File: config.mk
export PLATFORM = sky130hd
export DESIGN_NAME = rpn_stack_calculator_unit
export DESIGN_NICKNAME = d
export VERILOG_FILES = /design/src/sv/rpnsc_pkg.sv /design/src/sv/rpn_stack_calculator_unit.sv /design/src/sv/rpnsc_stack.sv /design/src/sv/rpnsc_alu.sv
export SDC_FILE = /design/constraint.sdc
export NUM_CORES = 2
export LEC_CHECK = 0
export BUFFER_PORTS_ARGS = -buffer_cell sky130_fd_sc_hd__buf_2
export CAP_MARGIN = 40
export CORE_ASPECT_RATIO = 1.4
export CORE_MARGIN = 4
export CORE_UTILIZATION = 50
export DETAILED_ROUTE_END_ITERATION = 12
export MAX_ROUTING_LAYER = met4
export PLACE_DENSITY = 0.77
export RECOVER_POWER = 50
export REMOVE_ABC_BUFFERS = 1
export SLEW_MARGIN = 10
export SYNTH_ARGS = -nofsm -noshare
export SYNTH_HDL_FRONTEND = slang
export SYNTH_SLANG_ARGS = --single-unit
export TNS_END_PERCENT = 50
File: constraint.sdc
create_clock -name clk -period 8.17 [get_ports clk]
set_input_delay 0 -clock clk [delete_from_list [all_inputs] [get_ports clk]]
set_output_delay 0 -clock clk [all_outputs]
set_load 0.01 [all_outputs]
File: src/sv/rpnsc_pkg.sv
package rpnsc_pkg;

	localparam int STACK_DEPTH_DEF = 16;
	localparam int WORD_W = 32;

	typedef logic signed [WORD_W-1:0] word_t;
	typedef logic [2:0] req_code_t;
	typedef logic [2:0] stat_code_t;

	// Request codes.
	localparam req_code_t REQ_PUSH = 3'd0;
	localparam req_code_t REQ_ADD  = 3'd1;
	localparam req_code_t REQ_SUB  = 3'd2;
	localparam req_code_t REQ_MUL  = 3'd3;
	localparam req_code_t REQ_DIV  = 3'd4;
	localparam req_code_t REQ_SWAP = 3'd5;
	localparam req_code_t REQ_DROP = 3'd6;
	localparam req_code_t REQ_PEEK = 3'd7;

	// Status codes.
	localparam stat_code_t ST_OK    = 3'd0;
	localparam stat_code_t ST_FEW   = 3'd1;
	localparam stat_code_t ST_DIVZ  = 3'd2;
	localparam stat_code_t ST_FULL  = 3'd3;
	localparam stat_code_t ST_EMPTY = 3'd4;

	// Command from the sequencer to the arithmetic unit.
	typedef struct packed {
		logic      start;
		req_code_t op;
	} alu_req_t;

endpackage

File: src/sv/rpn_stack_calculator_unit.sv
// Reverse-Polish integer calculator over a bounded stack of 32-bit signed values.
// Requests arrive on the input channel (in_valid/in_ready, req_type, operand) and
// each one produces exactly one result transfer on the output channel
// (out_valid/out_ready, top_value, depth, status).
// The block handles one request at a time: in_ready is high only while the
// sequencer is idle. Push, drop, peek and every error case go from the read
// state straight to the output state; swap passes through a second write state,
// add and subtract through the arithmetic unit, and multiply and divide through
// the 32 single-bit steps of the shared shift-add / restoring-divide unit.
// The stack lives in a memory with two registered read ports and one write port,
// so each request first passes a read state that fetches the top two entries.
// The result sits in an output register, so a new request is taken while a
// finished result still waits. If the receiver stalls, the following request
// completes its work and then waits until the output register frees up.
// Reset clears the stack count, the sequencer and out_valid; stack contents are
// not cleared and are never read before they are written.
module rpn_stack_calculator_unit #(
	parameter int STACK_DEPTH = rpnsc_pkg::STACK_DEPTH_DEF
) (
	input  logic                   clk,
	input  logic                   arst_n,
	input  logic                   in_valid,
	output logic                   in_ready,
	input  rpnsc_pkg::req_code_t   req_type,
	input  rpnsc_pkg::word_t       operand,
	output logic                   out_valid,
	input  logic                   out_ready,
	output rpnsc_pkg::word_t       top_value,
	output logic [4:0]             depth,
	output rpnsc_pkg::stat_code_t  status
);
	import rpnsc_pkg::*;

	localparam int AW = $clog2(STACK_DEPTH);
	localparam int CW = $clog2(STACK_DEPTH + 1);
	localparam logic [CW-1:0] FULL_CNT = CW'(STACK_DEPTH);
	localparam logic [CW-1:0] ONE_CNT  = CW'(1);
	localparam logic [CW-1:0] TWO_CNT  = CW'(2);

	// Sequencer states.
	localparam logic [2:0] S_IDLE = 3'd0;
	localparam logic [2:0] S_READ = 3'd1;
	localparam logic [2:0] S_SWAP = 3'd2;
	localparam logic [2:0] S_ALU  = 3'd3;
	localparam logic [2:0] S_OUT  = 3'd4;

	logic [2:0]    state_q;
	logic [CW-1:0] count_q;
	logic          out_valid_q;

	req_code_t     req_q;
	word_t         opnd_q;
	word_t         res_top_q;
	stat_code_t    res_stat_q;
	word_t         top_q;
	logic [4:0]    depth_q;
	stat_code_t    status_q;

	logic [CW-1:0] cnt_m1;
	logic [CW-1:0] cnt_m2;
	logic [AW-1:0] addr_top;
	logic [AW-1:0] addr_next;
	word_t         rd_top;
	word_t         rd_next;

	logic          wr_en;
	logic [AW-1:0] wr_addr;
	word_t         wr_data;

	logic          cnt_zero;
	logic          cnt_few;
	logic          cnt_full;
	logic          is_arith;
	logic          arith_go;
	logic          out_free;

	alu_req_t      alu_req;
	logic          alu_done;
	word_t         alu_result;

	assign cnt_m1    = count_q - ONE_CNT;
	assign cnt_m2    = count_q - TWO_CNT;
	assign addr_top  = cnt_m1[AW-1:0];
	assign addr_next = cnt_m2[AW-1:0];

	assign cnt_zero = (count_q == '0);
	assign cnt_few  = (count_q < TWO_CNT);
	assign cnt_full = (count_q == FULL_CNT);

	assign is_arith = (req_q == REQ_ADD) || (req_q == REQ_SUB) ||
	                  (req_q == REQ_MUL) || (req_q == REQ_DIV);
	// An arithmetic request runs only with two operands and, for divide, a nonzero divisor.
	assign arith_go = is_arith && !cnt_few && !((req_q == REQ_DIV) && (rd_top == '0));

	assign alu_req.start = (state_q == S_READ) && arith_go;
	assign alu_req.op    = req_q;

	assign out_free = !out_valid_q || out_ready;
	assign in_ready = (state_q == S_IDLE);

	rpnsc_stack #(
		.DEPTH (STACK_DEPTH),
		.AW    (AW)
	) u_stack (
		.clk       (clk),
		.wr_en     (wr_en),
		.wr_addr   (wr_addr),
		.wr_data   (wr_data),
		.rd_addr_a (addr_top),
		.rd_addr_b (addr_next),
		.rd_data_a (rd_top),
		.rd_data_b (rd_next)
	);

	rpnsc_alu u_alu (
		.clk    (clk),
		.arst_n (arst_n),
		.req    (alu_req),
		.a      (rd_next),
		.b      (rd_top),
		.done   (alu_done),
		.result (alu_result)
	);

	// Memory write port: push into the free slot, the two halves of a swap,
	// or an arithmetic result over the left operand.
	always_comb begin
		wr_en   = 1'b0;
		wr_addr = addr_top;
		wr_data = rd_next;
		case (state_q)
			S_READ: begin
				if (req_q == REQ_PUSH && !cnt_full) begin
					wr_en   = 1'b1;
					wr_addr = count_q[AW-1:0];
					wr_data = opnd_q;
				end else if (req_q == REQ_SWAP && !cnt_few) begin
					wr_en   = 1'b1;
					wr_addr = addr_top;
					wr_data = rd_next;
				end
			end
			S_SWAP: begin
				wr_en   = 1'b1;
				wr_addr = addr_next;
				wr_data = rd_top;
			end
			S_ALU: begin
				wr_en   = alu_done;
				wr_addr = addr_next;
				wr_data = alu_result;
			end
			default: begin
			end
		endcase
	end

	// Sequencer and stack count.
	always_ff @(posedge clk or negedge arst_n) begin
		if (!arst_n) begin
			state_q     <= S_IDLE;
			count_q     <= '0;
			out_valid_q <= 1'b0;
		end else begin
			if (out_ready) begin
				out_valid_q <= 1'b0;
			end
			case (state_q)
				S_IDLE: begin
					if (in_valid) begin
						state_q <= S_READ;
					end
				end
				S_READ: begin
					if (req_q == REQ_SWAP && !cnt_few) begin
						state_q <= S_SWAP;
					end else if (arith_go) begin
						state_q <= S_ALU;
					end else begin
						state_q <= S_OUT;
					end
					if (req_q == REQ_PUSH && !cnt_full) begin
						count_q <= count_q + ONE_CNT;
					end else if (req_q == REQ_DROP && !cnt_zero) begin
						count_q <= cnt_m1;
					end
				end
				S_SWAP: begin
					state_q <= S_OUT;
				end
				S_ALU: begin
					if (alu_done) begin
						count_q <= cnt_m1;
						state_q <= S_OUT;
					end
				end
				S_OUT: begin
					if (out_free) begin
						out_valid_q <= 1'b1;
						state_q     <= S_IDLE;
					end
				end
				default: begin
					state_q <= S_IDLE;
				end
			endcase
		end
	end

	// Request capture, pending result and the output register.
	always_ff @(posedge clk) begin
		if (state_q == S_IDLE && in_valid) begin
			req_q  <= req_type;
			opnd_q <= operand;
		end
		if (state_q == S_READ) begin
			res_stat_q <= ST_OK;
			res_top_q  <= cnt_zero ? '0 : rd_top;
			case (req_q)
				REQ_PUSH: begin
					if (cnt_full) begin
						res_stat_q <= ST_FULL;
					end else begin
						res_top_q <= opnd_q;
					end
				end
				REQ_DROP: begin
					res_top_q <= cnt_few ? '0 : rd_next;
				end
				REQ_PEEK: begin
					if (cnt_zero) begin
						res_stat_q <= ST_EMPTY;
					end
				end
				REQ_SWAP: begin
					if (cnt_few) begin
						res_stat_q <= ST_FEW;
					end else begin
						res_top_q <= rd_next;
					end
				end
				default: begin
					if (cnt_few) begin
						res_stat_q <= ST_FEW;
					end else if (req_q == REQ_DIV && rd_top == '0) begin
						res_stat_q <= ST_DIVZ;
					end
				end
			endcase
		end
		if (state_q == S_ALU && alu_done) begin
			res_top_q <= alu_result;
		end
		if (state_q == S_OUT && out_free) begin
			top_q    <= res_top_q;
			depth_q  <= 5'(count_q);
			status_q <= res_stat_q;
		end
	end

	assign out_valid = out_valid_q;
	assign top_value = top_q;
	assign depth     = depth_q;
	assign status    = status_q;

endmodule

File: src/sv/rpnsc_stack.sv
module rpnsc_stack #(
	parameter int DEPTH = rpnsc_pkg::STACK_DEPTH_DEF,
	parameter int AW = $clog2(DEPTH)
) (
	input  logic                 clk,
	input  logic                 wr_en,
	input  logic [AW-1:0]        wr_addr,
	input  rpnsc_pkg::word_t     wr_data,
	input  logic [AW-1:0]        rd_addr_a,
	input  logic [AW-1:0]        rd_addr_b,
	output rpnsc_pkg::word_t     rd_data_a,
	output rpnsc_pkg::word_t     rd_data_b
);
	import rpnsc_pkg::*;

	word_t mem [DEPTH];

	always_ff @(posedge clk) begin
		if (wr_en) begin
			mem[wr_addr] <= wr_data;
		end
	end

	always_ff @(posedge clk) begin
		rd_data_a <= mem[rd_addr_a];
		rd_data_b <= mem[rd_addr_b];
	end

endmodule

File: src/sv/rpnsc_alu.sv
module rpnsc_alu (
	input  logic               clk,
	input  logic               arst_n,
	input  rpnsc_pkg::alu_req_t req,
	input  rpnsc_pkg::word_t   a,
	input  rpnsc_pkg::word_t   b,
	output logic               done,
	output rpnsc_pkg::word_t   result
);
	import rpnsc_pkg::*;

	localparam logic [1:0] A_IDLE = 2'd0;
	localparam logic [1:0] A_RUN  = 2'd1;
	localparam logic [1:0] A_FIX  = 2'd2;

	logic [1:0]        state_q;
	logic              done_q;
	logic [4:0]        cnt_q;
	logic              mul_q;
	logic              neg_q;
	logic [WORD_W-1:0] x_q;
	logic [WORD_W-1:0] y_q;
	logic [WORD_W-1:0] acc_q;
	word_t             res_q;
	logic [WORD_W:0]   trial;
	logic [WORD_W-1:0] mag_a;
	logic [WORD_W-1:0] mag_b;

	assign mag_a = a[WORD_W-1] ? (WORD_W'(0) - WORD_W'(a)) : WORD_W'(a);
	assign mag_b = b[WORD_W-1] ? (WORD_W'(0) - WORD_W'(b)) : WORD_W'(b);
	assign trial = {acc_q, x_q[WORD_W-1]} - {1'b0, y_q};

	always_ff @(posedge clk or negedge arst_n) begin
		if (!arst_n) begin
			state_q <= A_IDLE;
			done_q  <= 1'b0;
			cnt_q   <= '0;
		end else begin
			done_q <= 1'b0;
			case (state_q)
				A_IDLE: begin
					if (req.start) begin
						cnt_q <= '0;
						if (req.op == REQ_MUL || req.op == REQ_DIV) begin
							state_q <= A_RUN;
						end else begin
							done_q <= 1'b1;
						end
					end
				end
				A_RUN: begin
					cnt_q <= cnt_q + 5'd1;
					if (cnt_q == 5'd31) begin
						state_q <= A_FIX;
					end
				end
				A_FIX: begin
					done_q  <= 1'b1;
					state_q <= A_IDLE;
				end
				default: begin
					state_q <= A_IDLE;
				end
			endcase
		end
	end

	always_ff @(posedge clk) begin
		case (state_q)
			A_IDLE: begin
				if (req.start) begin
					mul_q <= (req.op == REQ_MUL);
					neg_q <= a[WORD_W-1] ^ b[WORD_W-1];
					acc_q <= '0;
					case (req.op)
						REQ_ADD: res_q <= a + b;
						REQ_SUB: res_q <= a - b;
						REQ_MUL: begin
							x_q <= WORD_W'(a);
							y_q <= WORD_W'(b);
						end
						REQ_DIV: begin
							x_q <= mag_a;
							y_q <= mag_b;
						end
						default: res_q <= '0;
					endcase
				end
			end
			A_RUN: begin
				if (mul_q) begin
					// Shift-and-add: low bit of x selects the shifted multiplicand.
					if (x_q[0]) begin
						acc_q <= acc_q + y_q;
					end
					x_q <= x_q >> 1;
					y_q <= y_q << 1;
				end else begin
					// Restoring division: x shifts into the remainder, quotient bits shift in.
					if (!trial[WORD_W]) begin
						acc_q <= trial[WORD_W-1:0];
						x_q   <= {x_q[WORD_W-2:0], 1'b1};
					end else begin
						acc_q <= {acc_q[WORD_W-2:0], x_q[WORD_W-1]};
						x_q   <= {x_q[WORD_W-2:0], 1'b0};
					end
				end
			end
			A_FIX: begin
				if (mul_q) begin
					res_q <= word_t'(acc_q);
				end else if (neg_q) begin
					res_q <= word_t'(WORD_W'(0) - x_q);
				end else begin
					res_q <= word_t'(x_q);
				end
			end
			default: begin
			end
		endcase
	end

	assign done   = done_q;
	assign result = res_q;

endmodule

; ---- After elaboration in Yosys (flattened, before gate mapping)
; Memories as Yosys holds them, arrays and structs flattened. A register that Yosys moved wholly into a read port is not among the register bits.
; Cells that the tools add are included.
; W data, S select, Z words.
[totals]
mem_bits_rw = 512
inputBits = 39
regBits = 257
memories = 1
elab_cells = 164
[mem_list]
columns = memory, depth, word_bits, read_ports, rd_clocked_by_memory_dff, write_ports, line_no
row1 = u_stack.mem, 16, 32, 2, 2, 1, rpnsc_stack.sv:16  ; word_t mem [DEPTH];
[op_classes]
addsub = 11
reduce_logical = 40
bitwise = 1
eq_ne = 26
magnitude_cmp = 1
mux = 65
[ops]
columns = operator, n
row1 = $mux W32, 20
row2 = $pmux W32 S2, 6
row3 = $pmux W32 S3, 3
row4 = $sub A1 B32 Y32 const A, 3
row5 = $add A32 B32 Y32, 2
row6 = $sub A33 B32 Y33, 1
row7 = $logic_not A32 Y1, 1
row8 = $sub A32 B32 Y32, 1
row9 = $mux W5, 4
row10 = $pmux W5 S2, 2
row11 = $mux W3, 6
row12 = $reduce_and A3 Y1, 6
row13 = $eq A3 B3 Y1 const B, 5
row14 = $pmux W3 S5, 1
row15 = $eq A3 B2 Y1 const B, 4
row16 = $mux W2, 6
row17 = $pmux W3 S4, 1
row18 = $mux W1, 11
row19 = $add A5 B1 Y5 const B, 2
row20 = $eq A5 B5 Y1 const B, 2
row21 = $logic_and A1 B1 Y1, 10
row22 = $ne A2 B1 Y1 const B, 4
row23 = $ne A2 B2 Y1 const B, 4
row24 = $pmux W4 S2, 1
row25 = other kinds (22), 38

; ---- Logic depth before layout (Yosys ltp)
[depth]
ltp_word = 9
ltp_mapped = 19
mapped_depth_nobuf = 18

; ---- Modules after synthesis
; From an unflattened synthesis, not the netlist that was laid out.
[hier_totals]
cells_unflattened = 3284
area_unflattened_um2 = 43887.1
[by_module_without_submodules]
columns = mod, cells_each, area_each_um2, instances
row1 = rpnsc_stack, 1141, 24203.2, 1
row2 = rpnsc_alu, 1639, 13628.1, 1
row3 = rpn_stack_calculator_unit, 504, 6055.8, 1

; ---- Worst setup path before layout
; OpenSTA, ideal clock, no wires.
[synth_path]
path_type = reg-to-reg
start = reg count_q[0]
end = mem u_stack.mem[3][0] (netlist bit), enable pin
synth_period_minus_slack_ps = 5963
path_buffers = 5
t_arrival_ps = 5502
stages_incl_launch_ff = 17
path_slack_ps = 2207
cell_sequence = dfrtp_1 clkbuf_1 clkbuf_1 clkbuf_1 clkbuf_1 inv_1 ha_1 nor3b_1 nand2_1 and2_1 clkbuf_1 nand2_1 o21ai_0 nand3b_1 a31oi_1 nand2_1 nor3_1
[synth_between]
elab_chain_len = 8
[synth_lines]
columns = item, line_no
row1 = "start, declared", rpn_stack_calculator_unit.sv:48  ; logic [CW-1:0] count_q;
row2 = "start signal, assigned", rpn_stack_calculator_unit.sv:183  ; count_q <= count_q + ONE_CNT;
row3 = "start signal, assigned", rpn_stack_calculator_unit.sv:185  ; count_q <= cnt_m1;
row4 = "start signal, assigned", rpn_stack_calculator_unit.sv:193  ; count_q <= cnt_m1;
row5 = $lt A5 B2 Y1, rpn_stack_calculator_unit.sv:87  ; assign cnt_few = (count_q < TWO_CNT);
row6 = $logic_not A1 Y1, rpn_stack_calculator_unit.sv:137  ; end else if (req_q == REQ_SWAP && !cnt_few) begin
row7 = $logic_and A1 B1 Y1, rpn_stack_calculator_unit.sv:137
row8 = $mux W1, rpn_stack_calculator_unit.sv:137
row9 = $mux W1, rpn_stack_calculator_unit.sv:133  ; if (req_q == REQ_PUSH && !cnt_full) begin
row10 = $pmux W1 S3, rpn_stack_calculator_unit.sv:131  ; case (state_q)
row11 = $mux W1, rpnsc_stack.sv:19  ; if (wr_en) begin
row12 = $mux W1 (implied by the code), rpnsc_stack.sv:20  ; mem[wr_addr] <= wr_data;
row13 = "end, declared", rpnsc_stack.sv:16
; Parallel ways exist; a longest one is shown, timed or not.

; ---- Final worst setup path
[layout_path]
start = reg count_q[1]
end = reg u_stack.rd_data_b[11], read port of u_stack.mem
[layout_between]
elab_chain_len = 1
[layout_lines]
columns = item, line_no
row1 = $sub A4 B2 Y4, rpn_stack_calculator_unit.sv:82  ; assign cnt_m2 = count_q - TWO_CNT;
row2 = "end, declared", rpnsc_stack.sv:12  ; output rpnsc_pkg::word_t rd_data_b
; No other way between the ends.
; A chain may end at the register's enable or synchronous reset.

==> qor.csv <==
stage;metric;value;unit
outcome;status;complete, but fails checks;
outcome;violations;capacitance limit, slew limit;
place;dp_hpwl;83900;um
drt;first_pass_iters;6;
sta;setup_viol;0;
setup_path;path_class;reg2reg;
global_route;grt_max_degree;133;
synth;synth_ff_type;edfxtp_1;
floorplanning;start_util;50.3;%
global_route;grtUsageTotal;27.0;%
sta;hold_violations;0;
global_route;grt_pass1_vias;29018;
setup_path;r2r_start;count_q[1];
hold_path;hp-class;in2reg;
global_route;grt_first_pass_wirelength;183000;um
setup_path;cp-start-kind;flop;
synth;synth_top_family_by_area;multiplexers;
drt;drt_iter0_drc;3283;
place;gp_congestion;0.999;
floorplanning;dieHeight;358;um
run;max_cap_violations;14;
drt;routed_wl;122000;um
sta;slew_viol_final;595;
layout;fin_util;56.0;%
place;port_buffers;80;
clocking;clk_pin_slew;0.07;ns
floorplanning;die_w;258;um
clocking;cts.sinks;833;
sta;rsz0062_at_grt;false;
synth;synth_seq_area_share;55.5;%
floorplanning;fp-row-count;128;
sta;relSlewSlack;-146;%
clocking;cts_tree;built;
clocking;clockBufferDepth;3;
synth;synth_top_cell_by_area;edfxtp_1;
clocking;numCtsBuffers;79;
hold_path;hold_start;operand[14];
floorplanning;die-area;92400;um2
synth;ys_ff_latch;833;
floorplanning;io_pins;81;
sta;fin_skew;0.0325;ns
drt;vias_per_cell;6.57;
setup_path;end_kind;flop;
setup_path;crit_fanout;49;
clocking;ctsHtreeMaxLevel;3;
synth;synth_compound_area_share;9.56;%
sta;period_minus_slack;6.85;ns
synth;synthTopCellsByArea;edfxtp_1, mux4_2, ha_1;
layout;fin_nets;3314;
drt;num_vias;28915;
setup_path;crit_start;count_q[1];
sta;clock.fmax;146;MHz
synth;yosysUniqueCellTypes;74;
clocking;cts_root_buf;clkbuf_16;
synth;synth_fa_ha_area_share;3.14;%
global_route;grt_antenna_before_repair;3;
synth;synth_xor_area_share;4.14;%
clocking;post_cts_buffers;0;
synth;netlist_area;43800;um2
sta;worst_pin_slew;3.70;ns
setup_path;cp.required;8.68;ns
synth;synth-edff-count;752;
drt;drc;0;
layout;syn2layout_area_growth;11.3;%
synth;syn_area_per_cell;14.0;um2
setup_path;cp.arrival;7.36;ns
global_route;grt.overflow.total;0;
floorplanning;core;87000;um2
drt;wl_per_cell;27.7;um
synth;yosysTopAreaCellShare;51.6;%
layout;layout-drive-gt1-share;17.4;%
sta;fin_crit_sh;83.8;%
drt;detail-route-antenna-nets;0;
layout;nFillCells;6637;
clocking;clock_latency;0.66;ns
synth;syn_inst;3121;
synth;muxShareOfSynthArea;18.3;%
synth;yosys_warnings;0;
synth;yosys.area_share.simple;6.92;%
synth;ys_async_sr_fraction;2.04;%
## per-layer routing
layer,wire length [um],GRT usage (%),share of wire [%]
met3,10100,4.11,8.3
met4,6890,13.1,5.6
met2,61900,45.2,51
met1,43200,32.2,35
met5,0,-,0
## cell type report
cell class | count | area, um2 | share of cell area, %
multi-input cells | 2012 | 18600 | 38.2
clock inverters | 43 | 559 | 1.15
diodes | 3 | 7.51 | 0.0154
repair buffers | 179 | 1410 | 2.90
flip-flops and latches | 833 | 24300 | 49.9
well taps | 1170 | 1460 | 3.00
clock buffers | 99 | 2120 | 4.36
inverters | 62 | 233 | 0.478
## sequential cells by signal (all words and copies together), names as in the netlist, 32 cells and up
name,flops
u_alu.result,32
res_top_q,32
u_stack.rd_data_b,32
opnd_q,32
u_alu.x_q,32
u_stack.rd_data_a,32
u_alu.acc_q,32
top_value,32
u_alu.y_q,32
u_stack.mem,512
## per-stage QoR
stage               hold slack, ns  instances  worst slack [ns]  TNS [ns]  instance area (um2)
finish                      0.0615       4401              1.32         0                48700
global route                0.0644       4401              1.20         0                48700
CTS                         0.0310       4398              2.71         0                48900
detailed placement         -0.0503       4217              2.85         0                45900
global placement           -0.0501       4195              2.75         0                45400
floorplan                   -0.296       2907             -8.68  -5609.06                42900
## synth_stat cells, types with 17 or more instances
master    instances
a21o_1           51
ha_1            105
clkbuf_1        180
o21ai_0         117
xnor2_1         114
a211oi_1         36
nand2b_1         30
inv_1            62
mux4_2          320
dfxtp_1          64
a21oi_1         178
nor2_1          255
nand2_1         168
edfxtp_1        752
mux2i_1          81
nor3_1           29
a31oi_1          42
nor2b_1          29
a221o_1          30
buf_1            32
o22ai_1          41
a22oi_1          18
xor2_1           93
dfrtp_1          17
nand3_1          27
## cells in the final DEF, fill, tap and decap left out, drive strengths merged, types with 93 or more instances in the layout
cell type	n
xor2	93
edfxtp	752
mux4	320
xnor2	114
nand2	168
o21ai	119
a21oi	179
ha	105
nor2	255
clkbuf	174
## repair_timing
action                                 in CTS  in global routing
endpoints found under the hold margin      67                  0
resized for setup                           0                  0
hold buffers                               39                  0
## cells by family (layout without fill, tap and decap cells)
kind of cell,Yosys count,after routing
AO/OA/AOI/OAI,643,643
XOR/XNOR,207,207
adder cells (fa/ha/maj),108,108
buffers and inverters,276,383
flip-flops,833,833
multiplexers,402,402
other,0,3
AND/OR/NAND/NOR,652,652
## worst max-delay path, stage by stage (launching register included)
cell	delay [ns]
dfrtp_1	1.75
clkbuf_1	2.50
clkbuf_2	1.28
mux4_2	0.48
mux4_2	0.57
## final timing paths
kind	endpoint	slack, ns	cells past startpoint
hold / removal	opnd_q[14]	0.06	2
setup reg to reg	u_stack.rd_data_b[11]	1.32	4
hold reg to reg	top_value[4]	0.41	0
min in group asynchronous	count_q[3]	0.60	3
max in group asynchronous	count_q[0]	6.95	3
setup / recovery	u_stack.rd_data_b[11]	1.32	4
Power is not shown: default switching activity piles up to over one toggle a cycle in this logic, so the estimate is an artifact.
